[src/rtl/boundary_tag_heap_allocator_core_defines.svh]
// ---------------------------------------------------------------------------
// Boundary-tag heap allocator: assertion macros
// Shared concurrent check macros, clocked on clk and held off during rst.
// ---------------------------------------------------------------------------
`ifndef BOUNDARY_TAG_HEAP_ALLOCATOR_CORE_DEFINES_SVH
`define BOUNDARY_TAG_HEAP_ALLOCATOR_CORE_DEFINES_SVH

// same-cycle implication
`define BTHAC_ASSERT_NOW(label, pre, post, msg) \
  label: assert property (@(posedge clk) disable iff (rst) (pre) |-> (post)) \
    else $error(msg);

// next-cycle implication
`define BTHAC_ASSERT_NEXT(label, pre, post, msg) \
  label: assert property (@(posedge clk) disable iff (rst) (pre) |=> (post)) \
    else $error(msg);

`endif

[src/rtl/bthac_pkg.sv]
// ---------------------------------------------------------------------------
// Boundary-tag heap allocator package
// Heap geometry, command kinds, queue entry and sequencer state types.
// ---------------------------------------------------------------------------
`default_nettype none

package bthac_pkg;

  localparam int HEAP_BYTES   = 65536;
  localparam int HEADER_BYTES = 24;
  localparam int FOOTER_BYTES = 16;
  localparam int OVERHEAD     = HEADER_BYTES + FOOTER_BYTES;
  localparam int CAPACITY     = HEAP_BYTES - OVERHEAD;
  localparam int ADDR_W       = 16;
  localparam int POS_W        = 18;
  localparam int TAG_W        = 17;
  localparam int Q_DEPTH      = 2;
  localparam int Q_PTR_W      = 1;
  localparam int Q_CNT_W      = 2;

  typedef enum logic [1:0] {
    K_ALLOC,
    K_FREE,
    K_REJECT
  } kind_t;

  typedef struct packed {
    kind_t             kind;
    logic [ADDR_W-1:0] val;
  } q_entry_t;

  typedef enum logic [2:0] {
    ST_IDLE,
    ST_READ,
    ST_EVAL,
    ST_SPLIT,
    ST_NEXT_EVAL,
    ST_MERGE,
    ST_DONE
  } state_t;

endpackage

`default_nettype wire

[src/rtl/bthac_fifo.sv]
// ---------------------------------------------------------------------------
// Command queue
// Short queue between the classifying front end and the tag walker.
// ---------------------------------------------------------------------------
`default_nettype none
`include "boundary_tag_heap_allocator_core_defines.svh"

module bthac_fifo (
  input  wire logic                clk,
  input  wire logic                rst,
  input  wire logic                push,
  input  wire bthac_pkg::q_entry_t push_data,
  input  wire logic                pop,
  output bthac_pkg::q_entry_t      pop_data,
  output logic                     full,
  output logic                     not_empty
);

  bthac_pkg::q_entry_t                 entries [bthac_pkg::Q_DEPTH];
  logic [bthac_pkg::Q_PTR_W-1:0]       wr_ptr;
  logic [bthac_pkg::Q_PTR_W-1:0]       rd_ptr;
  logic [bthac_pkg::Q_CNT_W-1:0]       count;

  assign full      = count == bthac_pkg::Q_CNT_W'(bthac_pkg::Q_DEPTH);
  assign not_empty = count != '0;
  assign pop_data  = entries[rd_ptr];

  always_ff @(posedge clk) begin
    if (rst) begin
      wr_ptr <= '0;
      rd_ptr <= '0;
      count  <= '0;
    end else begin
      if (push) begin
        wr_ptr <= wr_ptr + 1'b1;
      end
      if (pop) begin
        rd_ptr <= rd_ptr + 1'b1;
      end
      count <= count + bthac_pkg::Q_CNT_W'(push) - bthac_pkg::Q_CNT_W'(pop);
    end
  end

  always_ff @(posedge clk) begin
    if (push) begin
      entries[wr_ptr] <= push_data;
    end
  end

  `BTHAC_ASSERT_NOW(a_no_pop_empty, pop, not_empty, "queue popped while empty")
  `BTHAC_ASSERT_NOW(a_no_push_full, push, !full || pop, "queue pushed while full")

endmodule

`default_nettype wire

[config.mk]
export PLATFORM = sky130hd
export DESIGN_NAME = bthac_fifo
export DESIGN_NICKNAME = d
export VERILOG_FILES = /design/src/rtl/bthac_pkg.sv /design/src/rtl/bthac_fifo.sv
export VERILOG_INCLUDE_DIRS = /design/src /design/src/rtl
export SDC_FILE = /design/constraint.sdc
export NUM_CORES = 1
export LEC_CHECK = 0
export BUFFER_PORTS_ARGS = -buffer_cell sky130_fd_sc_hd__buf_2
export CORE_ASPECT_RATIO = 1.5
export CORE_MARGIN = 2
export CORE_UTILIZATION = 51
export DETAILED_ROUTE_END_ITERATION = 8
export PLACE_DENSITY = 0.78
export SETUP_SLACK_MARGIN = 0.05
export SLEW_MARGIN = 20
export SYNTH_ARGS = -nofsm -noshare
export SYNTH_HDL_FRONTEND = slang
export SYNTH_SLANG_ARGS = --single-unit
[constraint.sdc]
create_clock -name clk -period 2.08 [get_ports clk]
set_input_delay 0.312 -clock clk [delete_from_list [all_inputs] [get_ports clk]]
set_output_delay 0.312 -clock clk [all_outputs]
set_load 0.03 [all_outputs]
Word level (Yosys, flattened, before mapping) --
Memory sizes are Yosys's and may differ from the RTL's. A register that Yosys moved wholly into a read port is not among the register bits. Index checks and enable logic that the tools add are counted.
Storage, ports and cells: flip-flop bits (word level) 4, RAM bits 36, output and inout bits 20, word-level logic and storage cells 14, memories kept 1
Memories:
- entries | depth 2, bits a word 18, read ports 1, clocked after Yosys merged registers in 1, write ports 1, RTL line bthac_fifo.sv:19 | bthac_pkg::q_entry_t entries [bthac_pkg::Q_DEPTH];
Operators by class: add/subtract/negate cells 4, equal/unequal tests 1, muxes and demuxes 4, reductions and logical operators 1
Operators with widths (count):
- two-way mux 1 bit | 4
- adder 1 bit (second input constant) | 2
- adder 2 x 1 -> 2 bit | 1
- == test 2 bit (second input constant) | 1
- nonzero test 2 bit | 1
- subtractor 2 x 1 -> 2 bit | 1

Logic depth before layout (Yosys ltp) --
word-level depth 3, gate-level depth with buffers 6

Worst setup path before layout --
No wires, ideal clock.
kind input to register, from in push, to mem entries[0][0] (netlist bit) (enable), library setup time 395 ps, arrival time 1162 ps, data required time 1685 ps, path slack 524 ps, stages 1, buffers on the path 0, path through nor2b_1
On the way: longest elaborated chain between the ends 2
Ends and longest elaborated chain:
- start: declaration | RTL line bthac_fifo.sv:11 | input wire logic push,
- two-way mux 1 bit | RTL line bthac_fifo.sv:45 | if (push) begin
- two-way mux 1 bit (implied by the code) | RTL line bthac_fifo.sv:46 | entries[wr_ptr] <= push_data;
- end: declaration | RTL line bthac_fifo.sv:19
No other way between the ends.

==> flow_metrics.py <==
metrics = {
    "outcome": {
        "outcome": "finished, final reports clean",
    },
    "route": {
        "num_vias": 802,
        "drt_pre_antenna_iters": 4,
        "drc_violations_left": 0,
        "avgViaCountPerCell": 4.831,
        "ant_nets": 0,
        "drt_wl_total_um": 2373,
        "routedWlPerCell_um": 14.30,
        "drt-initial-drc-count": 23,
    },
    "floorplanning": {
        "initial_core_util": 0.5395,
        "design.core.area_sq_mm": 0.002913,
        "die_height_um": 71.99,
        "die_w_um": 49.33,
        "die_area_sq_mm": 0.003551,
        "num_rows": 24,
        "io_pins": 42,
    },
    "yosys": {
        "number_of_distinct_library_cells_after_synthesis": 14,
        "yosys_warnings": 0,
        "synth.ff_latch_count": 41,
        "yosysSeqAreaShare": 0.7516,
        "synthesis.area_sq_mm": 0.001572,
        "postSynthAreaPerCell_sq_um": 20.41,
        "synth_nets": 101,
        "syn_inst": 77,
    },
    "cells_and_area": {
        "ratio_of_cells_with_drive_above_1_in_the_final_layout": 0.5591,
        "num_antenna_cells": 0,
        "area.growth.synth_to_final_pct": 23.57,
        "finish.instance_area_sq_mm": 0.001942,
        "most_common_library_cell_in_the_layout_ignoring_fill_and_taps": "buf_2",
        "final_cell_mix": "buf_2 (41), edfxtp_1 (36), mux2_4 (10), mux2_2 (8)",
        "num-fill-cells": 215,
        "fin_nets": 150,
        "layout.cells.non_filler": 166,
    },
    "sta": {
        "fin_skew_ps": 1.986,
        "maxSlewHeadroom": 0.7359,
        "finalHoldViolations": 0,
        "finalSetupViolCount": 0,
        "finalWorstPathRequiredPeriod_ps": 1823,
        "period_share": 0.8765,
        "total_negative_slack_ps": 0,
        "worst_pin_slew_ps": 394.3,
        "fmax_mhz": 548.5,
        "setup_slack_ps": 256.8,
        "drv_slew": 0,
        "rsz0062_at_grt": "false",
    },
    "setup_path": {
        "worstPathMaxFanout": 16,
        "r2r_path_end": "entries[1][0]",
        "worst-r2r-setup-slack_ps": 840,
        "worst-r2r-cell-count": 2,
        "cp-endpoint": "pop_data[13]",
        "timing.critical_path.from_type": "register",
        "crit_required_ps": 1770,
        "endpoint_kind": "output pin",
        "worst_ep_arrival_time_ps": 1510,
        "timing.setup.critical_path_class": "register to output pin",
        "worstReg2RegStart": "wr_ptr",
    },
    "worst_hold_path": {
        "hold_class": "primary input to register",
    },
    "clock_network": {
        "cts.root.buffer_cell": "clkbuf_8",
        "worstSkewPairLatency_ps": 290,
        "cts.sink_count": 41,
        "cts_buffer_depth": 2,
        "holdBufCountCts": 0,
        "cts_post_setup_buffers_inserted": 0,
        "cts_buffers": 5,
        "cts_resized": 0,
        "cts_h_tree_lvls": 2,
        "cts_tree": "yes",
        "reg_clk_slew_reported_paths_ps": 70,
    },
    "pwr": {
        "p_sw_frac": 0.2447,
        "max-vdd-ir-drop_mv": 0.8073,
        "static-leakage-power_nw": 0.7808,
        "total_switching_power_mw": 0.4713,
        "clockPowerShare": 0.316,
        "power_report.internal_total_mw": 1.455,
        "fin_total_pwr_mw": 1.926,
        "power-per-cell-area_mw_per_mm2": 991.8,
        "comb_power_share": 0.176,
        "seq_power_share": 0.508,
    },
    "global_route": {
        "grt_pass1_vias": 848,
        "grt_remaining_overflow": 0,
        "antenna_violations_before_repair": 0,
        "grt_use_total": 0.1486,
        "grt_pass1_wl_um": 3698,
        "maximum_number_of_pins_on_one_net_before_global_route_repair": 17,
    },
    "place": {
        "number_of_input_and_output_port_buffers_inserted": 41,
        "globalplace.congestion": 0.6273,
        "post-place-cells": 158,
        "dp_slack_ps": 558.2,
        "place_area_sq_mm": 0.001832,
    },
    "flow_run": {
        "drv_cap": 0,
    },
}
[power groups by stage]
| stage | clock (mW) | combinational, mW | sequential [mW] |
|---|---|---|---|
| 6_report | 0.608 | 0.339 | 0.979 |
| 5_1_grt | 0.653 | 0.360 | 0.983 |
| 4_1_cts | 0.626 | 0.343 | 0.979 |
| 3_5_place_dp | 0 | 0.342 | 0.998 |
| 3_3_place_gp | 0 | 0.327 | 0.993 |
| 2_1_floorplan | 0 | 0.253 | 0.991 |
[logic make-up (layout without fill, tap and decap cells)]
family,count (synthesis),count (layout),share of synthesized area
DFF,41,41,0.7516
buffers and inverters,4,54,0.02468
adders and majority gates,2,2,0.01592
xor gates and xnor gates,3,3,0.02548
muxes,18,18,0.1529
and+or+nand+nor,9,9,0.02946
[area by class of cell]
class / count / area (sq um) / area share
clock buffers: 5 / 68.82 / 0.03544
flip-flops and latches: 41 / 1181 / 0.6082
clock inverters: 3 / 41.29 / 0.02126
inverters: 2 / 7.507 / 0.003866
well taps: 39 / 48.80 / 0.02513
repair buffers: 44 / 240.2 / 0.1237
multi-input cells: 32 / 354.1 / 0.1823
[critical path, stage by stage, from the launching register on]
cell and delay, ps:
dfxtp_1 370, buf_4 290, mux2_2 380, buf_2 180
[stage by stage]
stage	hold slack [ps]	utilization
3_3_place_gp	499.8	0.6289
3_5_place_dp	503.6	0.6289
5_1_grt	197.5	0.6667
2_1_floorplan	383.6	-
6_report	208.6	0.6667
4_1_cts	196.7	0.6667
[cells in the mapped netlist (all sizes together)]
cell | n | area, sq um
edfxtp | 36 | 1081
mux2 | 18 | 240.2
dfxtp | 5 | 100.1
nor2 | 4 | 15.01
nor2b | 3 | 18.77
buf | 2 | 31.28
ha | 2 | 25.02
inv | 2 | 7.510
xnor2 | 2 | 17.52
and2 | 1 | 6.260
or2 | 1 | 6.260
xnor3 | 1 | 22.52
[worst min-delay path by stage]
stage	cells past startpoint	endpoint	from	slack (ps)
finish	1	entries[1][11]	push_data[11]	210
global route	1	entries[1][8]	push_data[8]	200
CTS	1	entries[1][17]	push_data[17]	200
detailed placement	1	entries[1][17]	push_data[17]	500
global placement	2	rd_ptr	rd_ptr	500
floorplan	1	count[0]	rst	380
[routing by layer]
layer,global-route usage,vias to the layer above,wire length [um]
met5,0,-,0
li1,-,386,-
met4,0.08571,0,57
met1,0.1340,375,829
met2,0.2778,36,1335
met3,0.05350,5,151
[flip-flops by register name, indices dropped and copies added, names as in the netlist, named ones only]
register  flops
wr_ptr        1
count         2
entries      36
rd_ptr        1
Power figures use the tool's default switching activity.
