### src/rtl/boundary_tag_heap_allocator_core_defines.svh
// ---------------------------------------------------------------------------
// Boundary-tag heap allocator: assertion macros
// Shared concurrent check macros, clocked on clk and held off during rst.
// ---------------------------------------------------------------------------
`ifndef BOUNDARY_TAG_HEAP_ALLOCATOR_CORE_DEFINES_SVH
`define BOUNDARY_TAG_HEAP_ALLOCATOR_CORE_DEFINES_SVH

// same-cycle implication
`define BTHAC_ASSERT_NOW(label, pre, post, msg) \
  label: assert property (@(posedge clk) disable iff (rst) (pre) |-> (post)) \
    else $error(msg);

// next-cycle implication
`define BTHAC_ASSERT_NEXT(label, pre, post, msg) \
  label: assert property (@(posedge clk) disable iff (rst) (pre) |=> (post)) \
    else $error(msg);

`endif

### src/rtl/bthac_pkg.sv
// ---------------------------------------------------------------------------
// Boundary-tag heap allocator package
// Heap geometry, command kinds, queue entry and sequencer state types.
// ---------------------------------------------------------------------------
`default_nettype none

package bthac_pkg;

  localparam int HEAP_BYTES   = 65536;
  localparam int HEADER_BYTES = 24;
  localparam int FOOTER_BYTES = 16;
  localparam int OVERHEAD     = HEADER_BYTES + FOOTER_BYTES;
  localparam int CAPACITY     = HEAP_BYTES - OVERHEAD;
  localparam int ADDR_W       = 16;
  localparam int POS_W        = 18;
  localparam int TAG_W        = 17;
  localparam int Q_DEPTH      = 2;
  localparam int Q_PTR_W      = 1;
  localparam int Q_CNT_W      = 2;

  typedef enum logic [1:0] {
    K_ALLOC,
    K_FREE,
    K_REJECT
  } kind_t;

  typedef struct packed {
    kind_t             kind;
    logic [ADDR_W-1:0] val;
  } q_entry_t;

  typedef enum logic [2:0] {
    ST_IDLE,
    ST_READ,
    ST_EVAL,
    ST_SPLIT,
    ST_NEXT_EVAL,
    ST_MERGE,
    ST_DONE
  } state_t;

endpackage

`default_nettype wire

### src/rtl/bthac_front.sv
// ---------------------------------------------------------------------------
// Allocator front end
// Accept command items and classify them as allocate, free or reject.
// ---------------------------------------------------------------------------
`default_nettype none

module bthac_front (
  input  wire logic              s_axis_tvalid,
  output logic                   s_axis_tready,
  input  wire logic [39:0]       s_axis_tdata,  // req_size[16:0], addr[32:17], zero
  input  wire logic              s_axis_tuser,  // cmd
  input  wire logic              q_full,
  output logic                   q_push,
  output bthac_pkg::q_entry_t    q_entry
);

  logic [16:0] req_size;
  logic [15:0] addr;

  assign req_size      = s_axis_tdata[16:0];
  assign addr          = s_axis_tdata[32:17];
  assign s_axis_tready = !q_full;
  assign q_push        = s_axis_tvalid && !q_full;

  always_comb begin
    q_entry.kind = bthac_pkg::K_REJECT;
    q_entry.val  = '0;
    if (!s_axis_tuser) begin
      if (req_size != '0 && req_size <= 17'(bthac_pkg::CAPACITY)) begin
        q_entry.kind = bthac_pkg::K_ALLOC;
        q_entry.val  = req_size[15:0];
      end
    end else if (addr >= 16'(bthac_pkg::HEADER_BYTES)) begin
      q_entry.kind = bthac_pkg::K_FREE;
      q_entry.val  = addr - 16'(bthac_pkg::HEADER_BYTES);
    end
  end

endmodule

`default_nettype wire

### config.mk
export PLATFORM = sky130hd
export DESIGN_NAME = bthac_front
export DESIGN_NICKNAME = d
export VERILOG_FILES = /design/src/rtl/boundary_tag_heap_allocator_core_defines.svh /design/src/rtl/bthac_pkg.sv /design/src/rtl/bthac_front.sv
export SDC_FILE = /design/constraint.sdc
export NUM_CORES = 1
export LEC_CHECK = 0
export ABC_AREA = 1
export BUFFER_PORTS_ARGS = -buffer_cell sky130_fd_sc_hd__clkbuf_2
export CAP_MARGIN = 25
export CORE_MARGIN = 5
export CORE_UTILIZATION = 35
export DETAILED_ROUTE_END_ITERATION = 8
export PLACE_DENSITY = 0.81
export RECOVER_POWER = 100
export SLEW_MARGIN = 5
export SYNTH_ARGS = -nofsm -noshare
export SYNTH_HDL_FRONTEND = slang
export SYNTH_SLANG_ARGS = --single-unit
### constraint.sdc
create_clock -name vclk -period 2.7
set_input_delay 0.27 -clock vclk [all_inputs]
set_output_delay 0.27 -clock vclk [all_outputs]
set_load 0.05 [all_outputs]
Word level (Yosys, flattened, before mapping)

Index checks and enable logic that the tools add are counted.
W data, S select, Z words.

Reduce and logical (&&, ||, !) cells: 4
$lt $le $gt $ge: 2
Multiplexer cells: 3
Add/sub/neg operators: 1

Operator list:

| kind                    | count |
|---|---|
| $mux W18                | 3 |
| $le A17 B16 Y1 const B  | 1 |
| $reduce_bool A17 Y1     | 1 |
| $ge A16 B5 Y1 const B   | 1 |
| $sub A16 B5 Y16 const B | 1 |
| $logic_and A1 B1 Y1     | 2 |
| $logic_not A1 Y1        | 1 |

Bits in registers: 0
Output and inout bits: 20
Input port bits: 43

Longest topological paths before layout

Gate-level depths: netlist (run 1).

Depth after elaboration: 4
Mapped depth: 9
Depth with buffers taken out: 9

Worst setup path after synthesis (run 1)

Ideal clock, no wire load.

Path type: input to output
From: input s_axis_tdata[20]
To: output q_entry[2] (netlist name)
Required time: 2.430 ns
Stages on the path: 7
Path slack: 1.073 ns
Arrival: 1.357 ns
Buffers on the path: 1
Cells stage by stage: nand2_1 -> nand2_4 -> nor2_4 -> a21oi_4 -> buf_6 -> nand2_1 -> nand2_1

RTL lines:

| element     | RTL line          | source |
|---|---|---|
| from (decl) | bthac_front.sv:10 | `input wire logic [39:0] s_axis_tdata,` |
| to (decl)   | bthac_front.sv:14 | `output bthac_pkg::q_entry_t q_entry` |

==> results of run 1 <==
## kinds of logic after synthesis
logic type / count (synthesis)
buf+inv: 37
xor+xnor: 6
simple gates: 130
compound gates: 2
fa+ha+maj: 1
## worst max-delay path, cell delays in order
cell and delay, ps:
clkbuf_2 270, inv_1 140, a21oi_4 380, nand3_1 130, nand2_1 100, clkbuf_1 470
## synth_stat cells
cell type and n:
a21oi_4 1, buf_2 3, buf_6 1, clkbuf_1 2, clkinv_1 1, ha_1 1, inv_1 30, nand2_1 55
nand2_2 5, nand2_4 1, nand3_1 12, nand4_1 17, nor2_1 32, nor2_2 3, nor2_4 3, nor3_1 2
o21ai_0 1, xnor2_1 2, xor2_1 4
## routing by layer
metal / wire, µm / global-route usage, % / up-vias
met5: 0 / 0 / -
met4: 0 / 0 / 0
met3: 94 / 0.4386 / 0
met2: 1156 / 23.82 / 20
met1: 1000 / 16.47 / 453
li1: - / - / 647
## through the flow
step | total power, mW | worst slack (ps) | hold WS, ps
6_report | 0.2178 | 678.1 | 936.2
5_1_grt | 0.2380 | 464.7 | 974.4
4_1_cts | 0.2251 | 870.7 | 883.1
3_5_place_dp | 0.2241 | 873.1 | 882.6
3_3_place_gp | 0.2241 | 842.0 | 879.0
2_1_floorplan | 0.1593 | 1073 | 715.7
## how the worst max path moves through the flow
stage / from / slack [ps] / to / depth (start not counted)
5_1_grt: s_axis_tdata[0] / 460 / q_entry[17] / 9
2_1_floorplan: s_axis_tdata[20] / 1070 / q_entry[2] / 7
4_1_cts: s_axis_tuser / 870 / q_entry[15] / 6
3_5_place_dp: s_axis_tuser / 870 / q_entry[15] / 6
6_report: s_axis_tuser / 680 / q_entry[12] / 6
3_3_place_gp: s_axis_tuser / 840 / q_entry[12] / 6
## layout make-up
class / instances / area, µm² / area share [%]
well taps: 28 / 35.03 / 3.207
repair buffers: 56 / 256.5 / 23.48
multi-input cells: 139 / 684.4 / 62.66
inverters: 31 / 116.4 / 10.65
## report_power, final
| part | switching (mW) | total, mW | internal [mW] |
|---|---|---|---|
| sequential | 0 | 0 | 0 |
| clock | 0 | 0 | 0 |
| combinational | 0.159 | 0.218 | 0.0585 |
| total | 0.159 | 0.218 | 0.0585 |
==> flow_summary.ini, run 1 <==
[floorplan]
die-area_um2 = 3461
initial_utilization_pct = 37.01
die_h_um = 58.83
rows = 17
die_w_um = 58.83
core_area_um2 = 2255
ios = 63

[cells_and_area]
syn_to_final_growth_pct = 30.88
nNetsFinal = 272
fin_util_pct = 48.45
final_common_cell = nand2_1
fin_area_um2 = 1092
antennaDiodeCount = 0
design.seq.count = 0
instances_no_fill = 254
final_cell_mix = nand2_1, clkbuf_2, nor2_1
n_clock_buffer = 0
drive_above_1_share_pct = 22.12
fillerInstances = 268
regArea_um2 = 0

[sta]
period_minus_slack_ps = 2022
setup_violations = 0
tns_ps = 0
hold_viol = 0
report.final.slew_viol_count = 0
slew_headroom_pct = 58.25
worst_slew_pin_slew_ps = 628.9
timing.fmax_mhz = 494.6
period_share_pct = 74.89
rsz0062_at_grt = no

[placed_design]
placed_area_um2 = 1116
port_buffers = 56
dpl.hpwl_mm = 1.966
gp_congestion = 0.8206
dp_cells = 254

[global_route]
grt_overflow_total = 0
antenna_found_initial = 0
grt_pass1_vias = 950
track_usage_pct = 12.55
grt_pass1_wl_mm = 3.739
grt_max_degree = 19

[yosys]
synth.cell_area_um2 = 834.6
synth-seq-area-share_pct = 0
synth_mux_area_share_pct = 0
synth-xor-area-share_pct = 6.297
synth_compound_area_share_pct = 2.549
syn_inst = 176
synth_top_area_share_pct = 24.74
synth_area_per_cell_um2 = 4.742
yosysWarningCount = 0
yosys.area.top_type = nand2_1
syn_nets = 220
yosys.area_share.simple_pct = 71.66
synth_fa_ha_area_share_pct = 1.499
synth.distinct_cells = 19
synth.area.top_cells = nand2_1, nor2_1, inv_1
synth_top_family_by_area = simple AND/OR/NAND/NOR gates

[detailed_routing]
drc = 0
vias = 1120
drt_iter0_markers = 19
ant_nets = 0
drt_wl_total_mm = 2.251
via_per_inst = 4.409
avgRoutedWirePerCell_um = 8.862
dr.pass1.iters = 4

[hold_path]
min_from = q_full
hold_depth = 3
whs_endpoint = s_axis_tready
holdCritPathClass = in -> out

[worst_setup_path]
arrival_ps = 1750
worstSetupPathType = in -> out
worstSetupStartpointType = input pin
cp-end-kind = output pin
crit_required_ps = 2430
critPathMaxFanout = 18

[pwr]
powerDensity_nw_per_um2 = 199.4
vdd_drop_max_uv = 94.70
p_leak_nw = 0.6573

[run_status]
outcome = complete, no violations

[clock_tree]
hold_buffers = 0
post_cts_resized = 0
cts_setup_buffers = 0

[flow_run]
maxCapViolations = 0
Power figures use the tool's default switching activity.
==> inputs of run 2 (changes only) <==
- PLACE_DENSITY: 0.81 -> 0.83
- clock period: 2.7 -> 1.8 ns (I/O delays scaled with it)
==> run 2 against run 1 <==
- routed wire length increased by 7.2%
- sequential cell count unchanged
- utilization increased by 2.1 points
- non-clock buffer count increased by 5
- first-iteration DRC count increased by 110%
- global-route usage increased by 0.58 points
==> flow_summary.ini, run 2 (same netlist as run 1, synthesis figures left out) <==
[run_status]
outcome = complete, no violations

[global_route]
grtUsageMet2_pct = 22.71
use_met3_pct = 0.8772
antenna_found_initial = 0
use_met1_pct = 17.76
grt_pass1_vias = 957
track_usage_pct = 13.13
grt_overflow_total = 0
grt-busiest-layer = met2
grt_pass1_wl_mm = 3.843
grt_max_degree = 18

[hold_path]
holdCritPathClass = in -> out

[worst_setup_path]
worstSetupPathType = in -> out
crit_required_ps = 1620
worstSetupStartpointType = input pin
arrival_ps = 1460
critPathMaxFanout = 5
cp-end-kind = output pin

[placed_design]
port_buffers = 56
dpl.hpwl_mm = 2.126
gp_congestion = 0.8283
dp_cells = 256

[sta]
period_share_pct = 91.00
slew_headroom_pct = 60.30
setup_violations = 0
period_minus_slack_ps = 1638
report.final.slew_viol_count = 0
timing.fmax_mhz = 610.5
rsz0062_at_grt = no
worst_slew_pin_slew_ps = 598.0
tns_ps = 0
hold_viol = 0

[floorplan]
core_area_um2 = 2255
die-area_um2 = 3461
rows = 17
die_h_um = 58.83
ios = 63
initial_utilization_pct = 37.01
die_w_um = 58.83

[detailed_routing]
ant_nets = 0
drc = 0
drt_wl_total_mm = 2.413
avgRoutedWirePerCell_um = 9.317
via_per_inst = 4.568
dr.pass1.iters = 4
vias = 1183
drt_iter0_markers = 39

[cells_and_area]
final_common_cell = nand2_1
instances_no_fill = 259
n_clock_buffer = 0
design.seq.count = 0
nNetsFinal = 277
final_cell_mix = nand2_1, clkbuf_2, nor2_1
antennaDiodeCount = 0
syn_to_final_growth_pct = 36.58
regArea_um2 = 0
drive_above_1_share_pct = 29.87

[flow_run]
maxCapViolations = 0

[pwr]
p_leak_nw = 0.7305
powerDensity_nw_per_um2 = 300.5
vdd_drop_max_uv = 147.4
run 2: cell types whose count changed in the layout (fill, tap and decap cells not counted):
cell      previous run  this run
clkbuf_1            19         3
clkbuf_2            37        53
buf_4                0         5
nand2_1             55        56
nand2_2              5         4
nor2_1              32        33
nor2_4               3         2
run 2: path summary, 6_finish.rpt:
path / from / endpoint / slack, ps / cells after the start
setup / recovery: s_axis_tdata[20] / q_entry[11] / 160 / 9
hold / removal: q_full / s_axis_tready / 760 / 3
run 2: critical path, cell delays in order:
cell      delay (ps)
clkbuf_2         100
ha_1             220
inv_1             80
nand2_1           90
nor2_2           220
xor2_1           160
nand2_1           60
nand2_1           70
clkbuf_2         270
run 2: power breakdown:
group          switching (mW)  internal (mW)
clock network               0              0
logic                   0.242          0.101
registers                   0              0
run 2: per-stage QoR:
step / util, % / power (mW) / hold WS [ps] / area, µm² / setup slack, ps
3_5_place_dp: 50.17 / 0.3410 / 703.0 / 1131 / 151.6
6_report: 50.55 / 0.3426 / 757.0 / 1140 / 162.0
2_1_floorplan: - / 0.2390 / 535.7 / 834.6 / 353.1
3_3_place_gp: 50.17 / 0.3382 / 699.0 / 1131 / 161.9
4_1_cts: 50.17 / 0.3425 / 702.4 / 1131 / 149.4
5_1_grt: 50.55 / 0.3729 / 779.6 / 1140 / 40.89
run 2: cell type report:
| class | instances | area (µm²) |
|---|---|---|
| well taps | 28 | 35.03 |
| fillers | 277 | 1115 |
| inverters | 31 | 116.4 |
| multi-input cells | 139 | 674.4 |
| repair buffers | 61 | 314.1 |
run 2: what timing repair did:
action                     CTS  global route
setup endpoints to repair    0             1
hold buffers                 0             0
resized for setup            0             0
setup buffers                0             3
run 2: metal layers:
metal	up-vias	part of all wire (%)
met2	28	49
met1	491	44
met3	4	5.3
met4	0	1.6
li1	660	-
met5	-	0
==> inputs of run 3 (changes only) <==
- ABC_AREA: 1 -> not set
- CORE_UTILIZATION: 35 -> 32
- PLACE_DENSITY: 0.83 -> 0.9
==> run 3 against run 2 <==
- maximum frequency down 7.4%
- die area shrank 26%
- power up 18%
- setup slack got worse by 130 ps
- synthesized cell count fell by 62%
==> flow_summary.ini, run 3 <==
[run_status]
outcome = complete, no violations

[global_route]
grt_overflow_total = 0
track_usage_pct = 18.63
grt_pass1_wl_mm = 3.919
antenna_found_initial = 0
grt_max_degree = 16
grt_pass1_vias = 858

[pwr]
clkPwrFrac_pct = 0
power_switching_uw = 249.0
switching_share_pct = 61.62
vdd_drop_max_uv = 177.3
p_seq_share_pct = 0
powerDensity_nw_per_um2 = 383.1
p_leak_nw = 0.5006
p_int_uw = 155.1
power.share.combinational_pct = 100.0

[worst_setup_path]
worstSetupPathType = in -> out
critPathMaxFanout = 7
cp_top_family = compound AO/OA/AOI/OAI gates
cp-end-kind = output pin
arrival_ps = 1590
crit_path_cell_trace = clkbuf_2, o311ai_2, a2111oi_4, nor3_4, buf_4, a22o_1, buf_12
cp_slowest_stage_delay_ps = 450
crit_required_ps = 1620
cp_num_buf_inv = 3
worstSetupStartpointType = input pin
worst_path_max_delay_cell = a2111oi_4

[yosys]
synth_compound_area_share_pct = 37.12
synth-xor-area-share_pct = 14.89
synth_top_area_share_pct = 16.55
yosys.area.top_type = a22o_1
synth.area.top_cells = a22o_1, a22o_2, xnor2_1
yosys.area_share.simple_pct = 34.99
synth_most_common_cell = a22o_1
synth.cell_area_um2 = 529.3
syn_inst = 67
syn_nets = 111
synth.distinct_cells = 29
synth_area_per_cell_um2 = 7.899
synth-seq-area-share_pct = 0
synth_top_family_by_area = compound AO/OA/AOI/OAI gates
yosys-top-cells-count = a22o_1, a22o_2, xnor2_1
synth_mux_area_share_pct = 4.255
yosysWarningCount = 0
synth_fa_ha_area_share_pct = 2.364

[sta]
hold_viol = 0
timing.fmax_mhz = 565.4
worst_slew_pin_slew_ps = 605.6
hold_ws_ps = 731.9
period_share_pct = 98.26
report.final.slew_viol_count = 0
setup_violations = 0
rsz0062_at_grt = yes
period_minus_slack_ps = 1769
slew_headroom_pct = 59.80

[floorplan]
die_w_um = 50.67
initial_utilization_pct = 34.33
ios = 63
rows = 14
core_area_um2 = 1541
die-area_um2 = 2567
die_h_um = 50.67

[detailed_routing]
drt_iter0_markers = 42
vias = 906
drt_wl_total_mm = 3.029
avgRoutedWirePerCell_um = 20.61
ant_nets = 0
dr.pass1.iters = 4
via_per_inst = 6.163
drc = 0

[cells_and_area]
final_cell_mix = clkbuf_2, buf_4, a22o_1
final_common_cell = clkbuf_2
multi_input_comb_area_um2 = 555.5
instances_no_fill = 147
fin_util_pct = 68.43
n_clock_buffer = 0
fillerInstances = 112
design.seq.count = 0
drive_above_1_share_pct = 62.60
nNetsFinal = 177
syn_to_final_growth_pct = 99.29
regArea_um2 = 0
antennaDiodeCount = 0

[placed_design]
port_buffers = 56
gp_congestion = 0.8394
dpl.hpwl_mm = 2.240
dp_cells = 146

[hold_path]
holdCritPathClass = in -> out

[flow_run]
maxCapViolations = 0
-- run 3: final timing paths --
path / startpoint / to / cells past startpoint
setup / recovery: s_axis_tdata[0] / q_entry[13] / 7
hold / removal: s_axis_tdata[18] / q_entry[1] / 3
-- run 3: through the flow --
step | setup TNS, ps | setup slack (ps) | cell area [µm²] | total power [mW]
after global routing | -775.9 | -72.44 | 1055 | 0.4199
final | 0 | 31.34 | 1055 | 0.4041
after global placement | 0 | 21.13 | 965.9 | 0.3588
after detailed placement | -80.52 | -62.48 | 965.9 | 0.3706
after CTS | -6.912 | -6.912 | 993.5 | 0.3784
after floorplan | 0 | 134.4 | 533.0 | 0.2103
-- run 3: worst min-delay path, stage by stage --
cell and delay (ps):
clkbuf_2 80, a22o_2 140, buf_6 150
-- run 3: cells by family after synthesis --
family	count (synthesis)
AO/OA/AOI/OAI	22
XOR/XNOR	9
adder cells (fa/ha/maj)	1
buffers and inverters	5
multiplexers	2
AND/OR/NAND/NOR	28
-- run 3: final cells by class --
cell class,count,share of cell area (%)
multi-input combinational,62,52.67
timing repair buffer,66,44.13
tap,16,1.898
inverter,3,1.305
-- run 3: what timing repair did --
item | in CTS | in global routing
pin swaps | 2 | 5
gates resized for setup | 6 | 35
endpoints found under the setup margin | 4 | 16
buffers inserted | 1 | 0
hold buffers | 0 | 0
-- run 3: power by group through the flow --
| stage | Sequential (mW) | Combinational, mW | Clock (mW) |
|---|---|---|---|
| floorplan | 0 | 0.210 | 0 |
| global placement | 0 | 0.359 | 0 |
| detailed placement | 0 | 0.371 | 0 |
| CTS | 0 | 0.378 | 0 |
| global route | 0 | 0.420 | 0 |
| finish | 0 | 0.404 | 0 |
-- run 3: routing by layer --
layer	track usage, %	share of wire, %	vias to the layer above
li1	-	-	404
met1	21.04	37	403
met2	37.19	49	87
met3	2.071	11	12
met4	2.128	3.1	0
met5	0	0	-
